[config.mk]
export PLATFORM = sky130hd
export DESIGN_NAME = logical_instruction_unit_68k_top
export DESIGN_NICKNAME = d
export VERILOG_FILES = /design/src/design/liu68k_pkg.sv /design/src/design/liu68k_exec.sv /design/src/design/logical_instruction_unit_68k_top.sv
export VERILOG_INCLUDE_DIRS = /design/src /design/src/design
export SDC_FILE = /design/constraint.sdc
export NUM_CORES = 1
export LEC_CHECK = 0
export BUFFER_PORTS_ARGS = -buffer_cell sky130_fd_sc_hd__buf_4
export CAP_MARGIN = 20
export CORE_ASPECT_RATIO = 0.5
export CORE_UTILIZATION = 55
export CTS_CLUSTER_DIAMETER = 40
export DETAILED_ROUTE_END_ITERATION = 10
export PLACE_DENSITY = 0.8
export SLEW_MARGIN = 10
export SYNTH_ARGS = -nofsm -noshare
export SYNTH_HDL_FRONTEND = slang
export SYNTH_SLANG_ARGS = --single-unit
[constraint.sdc]
create_clock -name aclk -period 8 [get_ports aclk]
set_input_delay 1.6 -clock aclk [delete_from_list [all_inputs] [get_ports aclk]]
set_output_delay 1.6 -clock aclk [all_outputs]
set_load 0.1 [all_outputs]
[src/design/assert_macros.svh]
// Assertion macros used by the top-level design file.
`ifndef ASSERT_MACROS_SVH
`define ASSERT_MACROS_SVH

// Check an implication on every rising clock edge outside reset.
`define ASSERT_CLK(lbl, clk, rstn, prop, msg) \
    lbl: assert property (@(posedge clk) disable iff (!(rstn)) (prop)) else $error(msg);

// Check an implication that also holds while reset is asserted.
`define ASSERT_ALWAYS(lbl, clk, prop, msg) \
    lbl: assert property (@(posedge clk) (prop)) else $error(msg);

`endif

[src/design/liu68k_pkg.sv]
// Package of opcodes, outcome codes and types for the 68000 logical unit.
package liu68k_pkg;

    // Operation codes
    localparam logic [3:0] OP_AND      = 4'd0;
    localparam logic [3:0] OP_ANDI     = 4'd1;
    localparam logic [3:0] OP_ANDI_CCR = 4'd2;
    localparam logic [3:0] OP_ANDI_SR  = 4'd3;
    localparam logic [3:0] OP_OR       = 4'd4;
    localparam logic [3:0] OP_ORI      = 4'd5;
    localparam logic [3:0] OP_ORI_CCR  = 4'd6;
    localparam logic [3:0] OP_ORI_SR   = 4'd7;
    localparam logic [3:0] OP_EOR      = 4'd8;
    localparam logic [3:0] OP_EORI     = 4'd9;
    localparam logic [3:0] OP_EORI_CCR = 4'd10;
    localparam logic [3:0] OP_EORI_SR  = 4'd11;
    localparam logic [3:0] OP_NOT      = 4'd12;

    // Outcome codes
    localparam logic [1:0] OUTCOME_OK   = 2'd0;
    localparam logic [1:0] OUTCOME_BAD  = 2'd1;
    localparam logic [1:0] OUTCOME_PRIV = 2'd2;

    // Size codes from instruction bits 7:6
    localparam logic [1:0] SIZE_BYTE = 2'd0;
    localparam logic [1:0] SIZE_WORD = 2'd1;
    localparam logic [1:0] SIZE_LONG = 2'd2;
    localparam logic [1:0] SIZE_BAD  = 2'd3;

    // Status register layout
    localparam logic [15:0] SR_RESET   = 16'h2700;
    localparam int          SR_SUPER_B = 13;

    // Result of one executed instruction
    typedef struct packed {
        logic [31:0] result_value;
        logic        result_to_register;
        logic [15:0] sr_next;
        logic [4:0]  cycle_count;
        logic [1:0]  outcome;
    } exec_res_t;

endpackage

[src/design/liu68k_exec.sv]
// Combinational execute logic for one 68000 logical instruction.
module liu68k_exec (
    input  logic [3:0]              op,
    input  logic [15:0]             instruction_word,
    input  logic [31:0]             source_operand,
    input  logic [31:0]             ea_operand,
    input  logic [15:0]             sr,
    output liu68k_pkg::exec_res_t   res
);
    import liu68k_pkg::*;

    logic [15:0] ext;
    logic [1:0]  size;
    logic        lng;
    logic        dir;
    logic [31:0] mask;
    logic [31:0] raw;
    logic [31:0] masked;
    logic [31:0] base;
    logic        flag_n;
    logic        flag_z;

    assign ext  = source_operand[15:0];
    assign size = instruction_word[7:6];
    assign lng  = (size == SIZE_LONG);
    assign dir  = instruction_word[8];

    // Select the operand mask for the size
    always_comb begin
        case (size)
            SIZE_BYTE: mask = 32'h0000_00FF;
            SIZE_WORD: mask = 32'h0000_FFFF;
            default:   mask = 32'hFFFF_FFFF;
        endcase
    end

    // Form the raw logical result
    always_comb begin
        case (op)
            OP_AND, OP_ANDI: raw = source_operand & ea_operand;
            OP_OR, OP_ORI:   raw = source_operand | ea_operand;
            OP_EOR, OP_EORI: raw = source_operand ^ ea_operand;
            default:         raw = ~ea_operand;
        endcase
    end

    assign masked = raw & mask;
    assign flag_z = (masked == 32'd0);

    always_comb begin
        case (size)
            SIZE_BYTE: flag_n = masked[7];
            SIZE_WORD: flag_n = masked[15];
            default:   flag_n = masked[31];
        endcase
    end

    // Register-destination forms keep the data register's upper bits
    assign base = ((op == OP_AND || op == OP_OR) && !dir) ? source_operand : ea_operand;

    // Decode the operation into result, status, cycle count and outcome
    always_comb begin
        res.result_value       = 32'd0;
        res.result_to_register = 1'b0;
        res.sr_next            = sr;
        res.cycle_count        = 5'd0;
        res.outcome            = OUTCOME_OK;
        case (op)
            OP_ANDI_CCR: begin
                res.sr_next     = sr & (ext | 16'hFF00);
                res.cycle_count = 5'd20;
            end
            OP_ORI_CCR: begin
                res.sr_next     = sr | {8'h00, ext[7:0]};
                res.cycle_count = 5'd20;
            end
            OP_EORI_CCR: begin
                res.sr_next     = sr ^ {8'h00, ext[7:0]};
                res.cycle_count = 5'd20;
            end
            OP_ANDI_SR, OP_ORI_SR, OP_EORI_SR: begin
                if (!sr[SR_SUPER_B]) begin
                    res.outcome = OUTCOME_PRIV;
                end else begin
                    res.cycle_count = 5'd20;
                    case (op)
                        OP_ANDI_SR: res.sr_next = sr & ext;
                        OP_ORI_SR:  res.sr_next = sr | ext;
                        default:    res.sr_next = sr ^ ext;
                    endcase
                end
            end
            OP_AND, OP_OR, OP_ANDI, OP_ORI, OP_EORI, OP_EOR, OP_NOT: begin
                if (size == SIZE_BAD) begin
                    res.outcome = OUTCOME_BAD;
                end else begin
                    res.result_value = (base & ~mask) | masked;
                    res.sr_next      = {sr[15:4], flag_n, flag_z, 2'b00};
                    case (op)
                        OP_AND, OP_OR: begin
                            if (dir) begin
                                res.cycle_count = lng ? 5'd12 : 5'd8;
                            end else begin
                                res.result_to_register = 1'b1;
                                if (lng) begin
                                    res.cycle_count =
                                        (instruction_word[5:4] == 2'b00 ||
                                         instruction_word[5:0] == 6'h3C) ? 5'd8 : 5'd6;
                                end else begin
                                    res.cycle_count = 5'd4;
                                end
                            end
                        end
                        OP_ANDI, OP_ORI, OP_EORI: begin
                            if (instruction_word[5:3] != 3'b000) begin
                                res.cycle_count = lng ? 5'd20 : 5'd12;
                            end else begin
                                res.cycle_count = lng ? 5'd16 : 5'd8;
                            end
                        end
                        OP_EOR: begin
                            if (instruction_word[5:3] != 3'b000) begin
                                res.cycle_count = lng ? 5'd12 : 5'd8;
                            end else begin
                                res.cycle_count = lng ? 5'd8 : 5'd4;
                            end
                        end
                        default: begin
                            if (instruction_word[5:4] != 2'b00) begin
                                res.cycle_count = lng ? 5'd12 : 5'd8;
                            end else begin
                                res.cycle_count = lng ? 5'd6 : 5'd4;
                            end
                        end
                    endcase
                end
            end
            default: begin
                res.outcome = OUTCOME_BAD;
            end
        endcase
    end

endmodule

[src/design/logical_instruction_unit_68k_top.sv]
// Throughput: one word per cycle unless the result port stalls; execution is a single pass from the input
// register through the logic unit into the result register, which also updates the status register.
// A stalled result port holds the result register; once the input register also fills, the input stalls.
// Reset (aresetn low, synchronous): both stages empty, status register 0x2700.
// Top level of the 68000 logical instruction unit.
`include "assert_macros.svh"

module logical_instruction_unit_68k_top (
    input  logic        aclk,
    input  logic        aresetn,
    input  logic        s_valid,
    output logic        s_ready,
    input  logic [3:0]  s_op,
    input  logic [15:0] s_instruction_word,
    input  logic [31:0] s_source_operand,
    input  logic [31:0] s_ea_operand,
    output logic        m_valid,
    input  logic        m_ready,
    output logic [31:0] m_result_value,
    output logic        m_result_to_register,
    output logic [15:0] m_status_register_out,
    output logic [4:0]  m_cycle_count,
    output logic [1:0]  m_outcome
);
    import liu68k_pkg::*;

    logic        in_valid_reg;
    logic [3:0]  op_reg;
    logic [15:0] iw_reg;
    logic [31:0] src_reg;
    logic [31:0] ea_reg;
    logic        out_valid_reg;
    logic [31:0] result_value_reg;
    logic        to_reg_reg;
    logic [15:0] sr_out_reg;
    logic [4:0]  cycle_count_reg;
    logic [1:0]  outcome_reg;
    logic [15:0] sr_reg;
    logic [15:0] sr_next;
    logic        advance;
    exec_res_t   exec_res;

    // Move a word forward when the result register is free or being drained
    assign advance = in_valid_reg && (!out_valid_reg || m_ready);
    assign s_ready = !in_valid_reg || advance;
    assign sr_next = advance ? exec_res.sr_next : sr_reg;

    liu68k_exec u_exec (
        .op               (op_reg),
        .instruction_word (iw_reg),
        .source_operand   (src_reg),
        .ea_operand       (ea_reg),
        .sr               (sr_reg),
        .res              (exec_res)
    );

    // Track stage occupancy and the status register
    always_ff @(posedge aclk) begin
        if (!aresetn) begin
            in_valid_reg  <= 1'b0;
            out_valid_reg <= 1'b0;
            sr_reg        <= SR_RESET;
        end else begin
            if (s_ready) begin
                in_valid_reg <= s_valid;
            end
            if (advance) begin
                out_valid_reg <= 1'b1;
            end else if (m_ready) begin
                out_valid_reg <= 1'b0;
            end
            sr_reg <= sr_next;
        end
    end

    // Capture an incoming word
    always_ff @(posedge aclk) begin
        if (s_valid && s_ready) begin
            op_reg  <= s_op;
            iw_reg  <= s_instruction_word;
            src_reg <= s_source_operand;
            ea_reg  <= s_ea_operand;
        end
    end

    // Load the result register
    always_ff @(posedge aclk) begin
        if (advance) begin
            result_value_reg <= exec_res.result_value;
            to_reg_reg       <= exec_res.result_to_register;
            sr_out_reg       <= exec_res.sr_next;
            cycle_count_reg  <= exec_res.cycle_count;
            outcome_reg      <= exec_res.outcome;
        end
    end

    assign m_valid               = out_valid_reg;
    assign m_result_value        = result_value_reg;
    assign m_result_to_register  = to_reg_reg;
    assign m_status_register_out = sr_out_reg;
    assign m_cycle_count         = cycle_count_reg;
    assign m_outcome             = outcome_reg;

    // Hold the status register when no word executes
    `ASSERT_CLK(a_sr_hold, aclk, aresetn, !advance |=> $stable(sr_reg), "status changed while idle")
    // A faulting word leaves the status register unchanged
    `ASSERT_CLK(a_fault_sr, aclk, aresetn, (advance && exec_res.outcome != OUTCOME_OK) |=> $stable(sr_reg), "faulting word changed status")
    // A faulting result carries no cycle count
    `ASSERT_CLK(a_fault_cyc, aclk, aresetn, (m_valid && m_outcome != OUTCOME_OK) |-> (m_cycle_count == 5'd0), "faulting result has cycles")
    // Back-pressure only with a full input register
    `ASSERT_CLK(a_ready_full, aclk, aresetn, !s_ready |-> in_valid_reg, "input stalled while empty")

endmodule
# [Word level (Yosys, flattened, before mapping)]
# Index checks and enable logic that the tools add are counted.
[classes] eq_ne=16 muxes=26 bitwise=16 n_reduce_logical=27
[ops] cell="21-bit one-hot mux with 5 select lines" n=1
[ops] cell="32-bit bitwise AND" n=3
[ops] cell="32-bit one-hot mux with 3 select lines" n=1
[ops] cell="32-bit inverter" n=2
[ops] cell="32-bit OR" n=2
[ops] cell="32-bit one-hot mux with 2 select lines" n=1
[ops] cell="5-bit two-way mux" n=7
[ops] cell="16-bit bitwise AND" n=2
[ops] cell="32-bit logical NOT" n=1
[ops] cell="32-bit two-way mux" n=1
[ops] cell="16-bit one-hot mux with 2 select lines" n=1
[ops] cell="32-bit bitwise XOR" n=1
[ops] cell="21-bit two-way mux" n=1
[ops] cell="4-bit == test, second input constant" n=5
[ops] cell="4-bit by 3-bit == test with 1-bit output, second input constant" n=4
[ops] cell="16-bit OR" n=1
[ops] cell="16-bit by 8-bit OR with 16-bit output" n=1
[ops] cell="16-bit bitwise XOR" n=1
[ops] cell="16-bit by 8-bit bitwise XOR with 16-bit output" n=1
[ops] cell="5-bit one-hot mux with 3 select lines" n=1
[ops] cell="3-bit OR reduction" n=4
[ops] cell="2-bit OR reduction" n=5
[ops] cell="9-bit two-way mux" n=1
[ops] cell="4-bit by 2-bit == test with 1-bit output, second input constant" n=2
[ops] cell="other kinds (19)" n=35
[word_totals] register_bits=151 input_bits=88 wordCells=97

# [Depth between registers and ports, before layout]
[depth] ltp_word=8 depth_mapped=10 mapped_depth_nobuf=9

# [Cells and area by module]
# From an unflattened synthesis, not the netlist that was laid out.
[unflattened] cells_unflattened=851 hier_area_um2=9098.7
[by_module_without_submodules] module="logical_instruction_unit_68k_top" n_inst=1 cells_per_inst=219 area_per_inst_um2=4953.5 seq_area_each_um2=4564.4
[by_module_without_submodules] module="liu68k_exec" n_inst=1 cells_per_inst=632 area_per_inst_um2=4145.2 seq_area_each_um2=0.0

# [Worst setup path after synthesis]
# OpenSTA, ideal clock, no wires.
[synth_path] kind="input port to flip-flop" start="in m_ready" end="reg ea_reg[0], enable pin" setup_time_ns=0.443 arrival_ns=4.247 required_ns=7.557 setup_slack_ns=3.310 cell_stages=3 path_cell_list="nor2b_1 nand2_1 and2_1"
[synth_via] elab_chain_len=4
[synth_lines] item="from (decl)" line_no="logical_instruction_unit_68k_top.sv:18" source="input logic m_ready,"
[synth_lines] item="1-bit logical OR" line_no="logical_instruction_unit_68k_top.sv:44" source="assign advance = in_valid_reg && (!out_valid_reg || m_ready);"
[synth_lines] item="1-bit logical AND" line_no="logical_instruction_unit_68k_top.sv:44"
[synth_lines] item="1-bit logical OR" line_no="logical_instruction_unit_68k_top.sv:45" source="assign s_ready = !in_valid_reg || advance;"
[synth_lines] item="net s_ready" line_no="logical_instruction_unit_68k_top.sv:12" source="output logic s_ready,"
[synth_lines] item="1-bit logical AND" line_no="logical_instruction_unit_68k_top.sv:78" source="if (s_valid && s_ready) begin"
[synth_lines] item="to (signal assigned)" line_no="logical_instruction_unit_68k_top.sv:82" source="ea_reg <= s_ea_operand;"
[synth_lines] item="to (decl)" line_no="logical_instruction_unit_68k_top.sv:31" source="logic [31:0] ea_reg;"
# The timed path passes the listed nets, and every way through them passes these cells.
# A chain may end at the register's enable or synchronous reset.

# [Worst setup path after layout]
[layout_path] start="in m_ready" end="out s_ready"
[layout_via] elab_chain_len=3
[layout_lines] item="1-bit logical OR" line_no="logical_instruction_unit_68k_top.sv:44"
[layout_lines] item="1-bit logical AND" line_no="logical_instruction_unit_68k_top.sv:44"
[layout_lines] item="1-bit logical OR" line_no="logical_instruction_unit_68k_top.sv:45"
[layout_lines] item="to (decl)" line_no="logical_instruction_unit_68k_top.sv:12"
# No other way between the ends.

==> metrics.cfg <==
[cells_and_area]
design_area_sq_mm = 0.0106
fin_nets = 1131
fillerInstances = 1194
seq_area_sq_mm = 0.00432
diodes = 0
drive_gt1_frac = 0.205
most-common-layout-cells = buf_4 (145), edfxtp_1 (132), ha_1 (97)
syn2layout_area_growth_pct = 18.1
stdcell_count = 1180
multi_input_area_sq_mm = 0.00402
layout_commonest_cell = buf_4

[yosys]
synth_fa_ha_area_frac = 0.135
synth_compound_area_frac = 0.175
ys_ff_latch = 150
synth_edf_count = 132
netlist_area_sq_mm = 0.00899
synth-main-ff-cell = edfxtp_1
synth.distinct_cells = 81
synth_simple_gate_area_frac = 0.0919
synth_top_family_by_area = compound AO/OA/AOI/OAI gates
synthCells = 835
synth_warnings = 0
synth-seq-area-share = 0.481
ys_async_sr_fraction = 0
synth_xor_xnor_area_share = 0
synth_mux_area_frac = 0.0455
syn_avg_cell_area_sq_um = 10.8
syn_nets = 1020

[drt]
post_drt_via_cell_ratio = 6.07
drtIter0Drc = 745
drc = 0
dr.pass1.iters = 6
wl_per_cell_um = 19.6
postRouteAntennaNets = 0
wirelength_um = 23200
dr_total_vias = 7162

[clock_network]
max-clock-path-buffers = 2
cts_buffers = 17
path_clk_slew_ns = 0.06
cts_resized = 0
clock-sinks = 150
clock_latency_ns = 0.43
root_buffer = clkbuf_16
cts_tree = yes
ctsHoldBuffers = 0
h-tree-depth = 4
postCtsSetupRepairBufs = 0

[run_status]
status = completed

[global_route]
grt_first_pass_wirelength_um = 36100
antenna_found_initial = 0
grt_overflow = 0
grtUsageTotal = 0.278
grt_max_degree = 78
grt_pass1_vias = 7043

[place]
place_congestion = 0.910
place_area_sq_mm = 0.0100
dp_cells = 1148
dp_hpwl_um = 15700
io_buffers = 137

[sta]
post-route-period-util = 0.483
timing.slew.headroom = 0.244
worst_pin_slew_ns = 1.13
fin_setup_tns_ns = 0
min_period_ns = 3.86
hold_viol = 0
setup_violations = 0
slew_viol_final = 0
fmax_ghz = 0.259
fin_skew_ns = 0.0154
grt_setup_unrepaired = no

[critical_path]
crit_chain = buf_4 -> nor2b_1 -> nand2_1 -> buf_4
endpoint_kind = primary output
cpMostUsedCell = buf_4
cp.arrival_ns = 2.26
critPathLaunchType = input pin
critPathKind = in2out
cpPeakStageDelay_ns = 0.24
crit_cells = 4
crit_buf_inv = 2
path_max_fanout = 4
slowest_stage = buf_4
critical_path.top_delay_family = buffers and inverters
crit_required_ns = 6.40
rr_worst_depth = 9

[min_path]
hold_depth = 2
hold_path.class = reg2reg

[floorplanning]
row_count = 32
core-area_sq_mm = 0.0157
initial_utilization = 0.573
ios = 146
die_width_um = 183
dieArea_sq_mm = 0.0169
die_h_um = 92.4

[power_and_ir_drop]
peakVddDrop_uv = 149
p_leak_nw = 4.55
powerDensity_mw_per_mm2 = 203

[flow_run]
drv_cap = 0

## logic make-up after synthesis
kind of cell / Yosys count
compound gates: 224
fa+ha+maj: 97
flops: 150
other cells: 1
simple gates: 182
mux: 40
buf+inv: 141
## cell usage after synthesis (4+ instances only)
master / n / area share
buf_6: 8 / 0.010
o21ai_0: 32 / 0.018
edfxtp_1: 132 / 0.44
o22ai_1: 15 / 0.010
ha_1: 97 / 0.14
a22oi_1: 16 / 0.013
o211ai_1: 10 / 0.0084
inv_1: 86 / 0.036
nand4_1: 4 / 0.0028
a221oi_1: 6 / 0.0058
buf_2: 14 / 0.0078
o211a_1: 5 / 0.0056
nor3_1: 6 / 0.0033
a21oi_1: 56 / 0.031
buf_4: 4 / 0.0033
nor2_1: 55 / 0.023
nor2b_1: 5 / 0.0035
mux2i_1: 36 / 0.040
nand2b_1: 4 / 0.0028
a211oi_1: 32 / 0.027
nand2_1: 82 / 0.034
a32oi_1: 5 / 0.0049
a21boi_1: 4 / 0.0033
clkbuf_1: 25 / 0.010
dfxtp_1: 18 / 0.040
nand3_1: 5 / 0.0028
## stage by stage
| stage | power [mW] | setup WS, ns | util | hold WS, ns |
|---|---|---|---|---|
| after detailed placement | 1.37 | 4.15 | 0.640 | 0.473 |
| after global routing | 2.22 | 4.05 | 0.677 | 0.505 |
| final | 2.16 | 4.14 | 0.677 | 0.485 |
| after global placement | 1.35 | 4.16 | 0.640 | 0.459 |
| after CTS | 2.16 | 4.13 | 0.677 | 0.480 |
| after floorplan | 1.25 | 3.31 | - | 0.452 |
## final timing paths
check / from / endpoint / slack (ns)
min: sr_reg[12] / sr_reg[12] / 0.48
max reg2reg: op_reg[3] / m_status_register_out[2] / 4.44
min reg2reg: sr_reg[12] / sr_reg[12] / 0.48
max: m_ready / s_ready / 4.14
## tightest hold or removal path, stage by stage (launching register included)
cell and delay, ns:
dfxtp_1 0.33, nand2_1 0.06, a21boi_1 0.05
## per-layer routing
metal  routed length [um]  up-vias  global-route usage
met4                  503        0               0.119
met1                 9590     3417               0.372
li1                     -     3258                   -
met3                 2350       55              0.0543
met5                    0        -                   0
met2                10700      432               0.446
## final cells by class
class / instances / area share
repair buffers: 145 / 0.102
multi-input cells: 544 / 0.379
flip-flops and latches: 150 / 0.407
clock inverters: 14 / 0.0140
inverters: 88 / 0.0311
clock buffers: 18 / 0.0404
well taps: 221 / 0.0260
## power breakdown
| part | internal (mW) | switching, mW | total (mW) |
|---|---|---|---|
| logic | 0.130 | 0.290 | 0.420 |
| registers | 0.906 | 0.0323 | 0.938 |
| clock network | 0.461 | 0.342 | 0.803 |
| total | 1.50 | 0.664 | 2.16 |
Note: power is estimated with default switching activity, not from simulation.
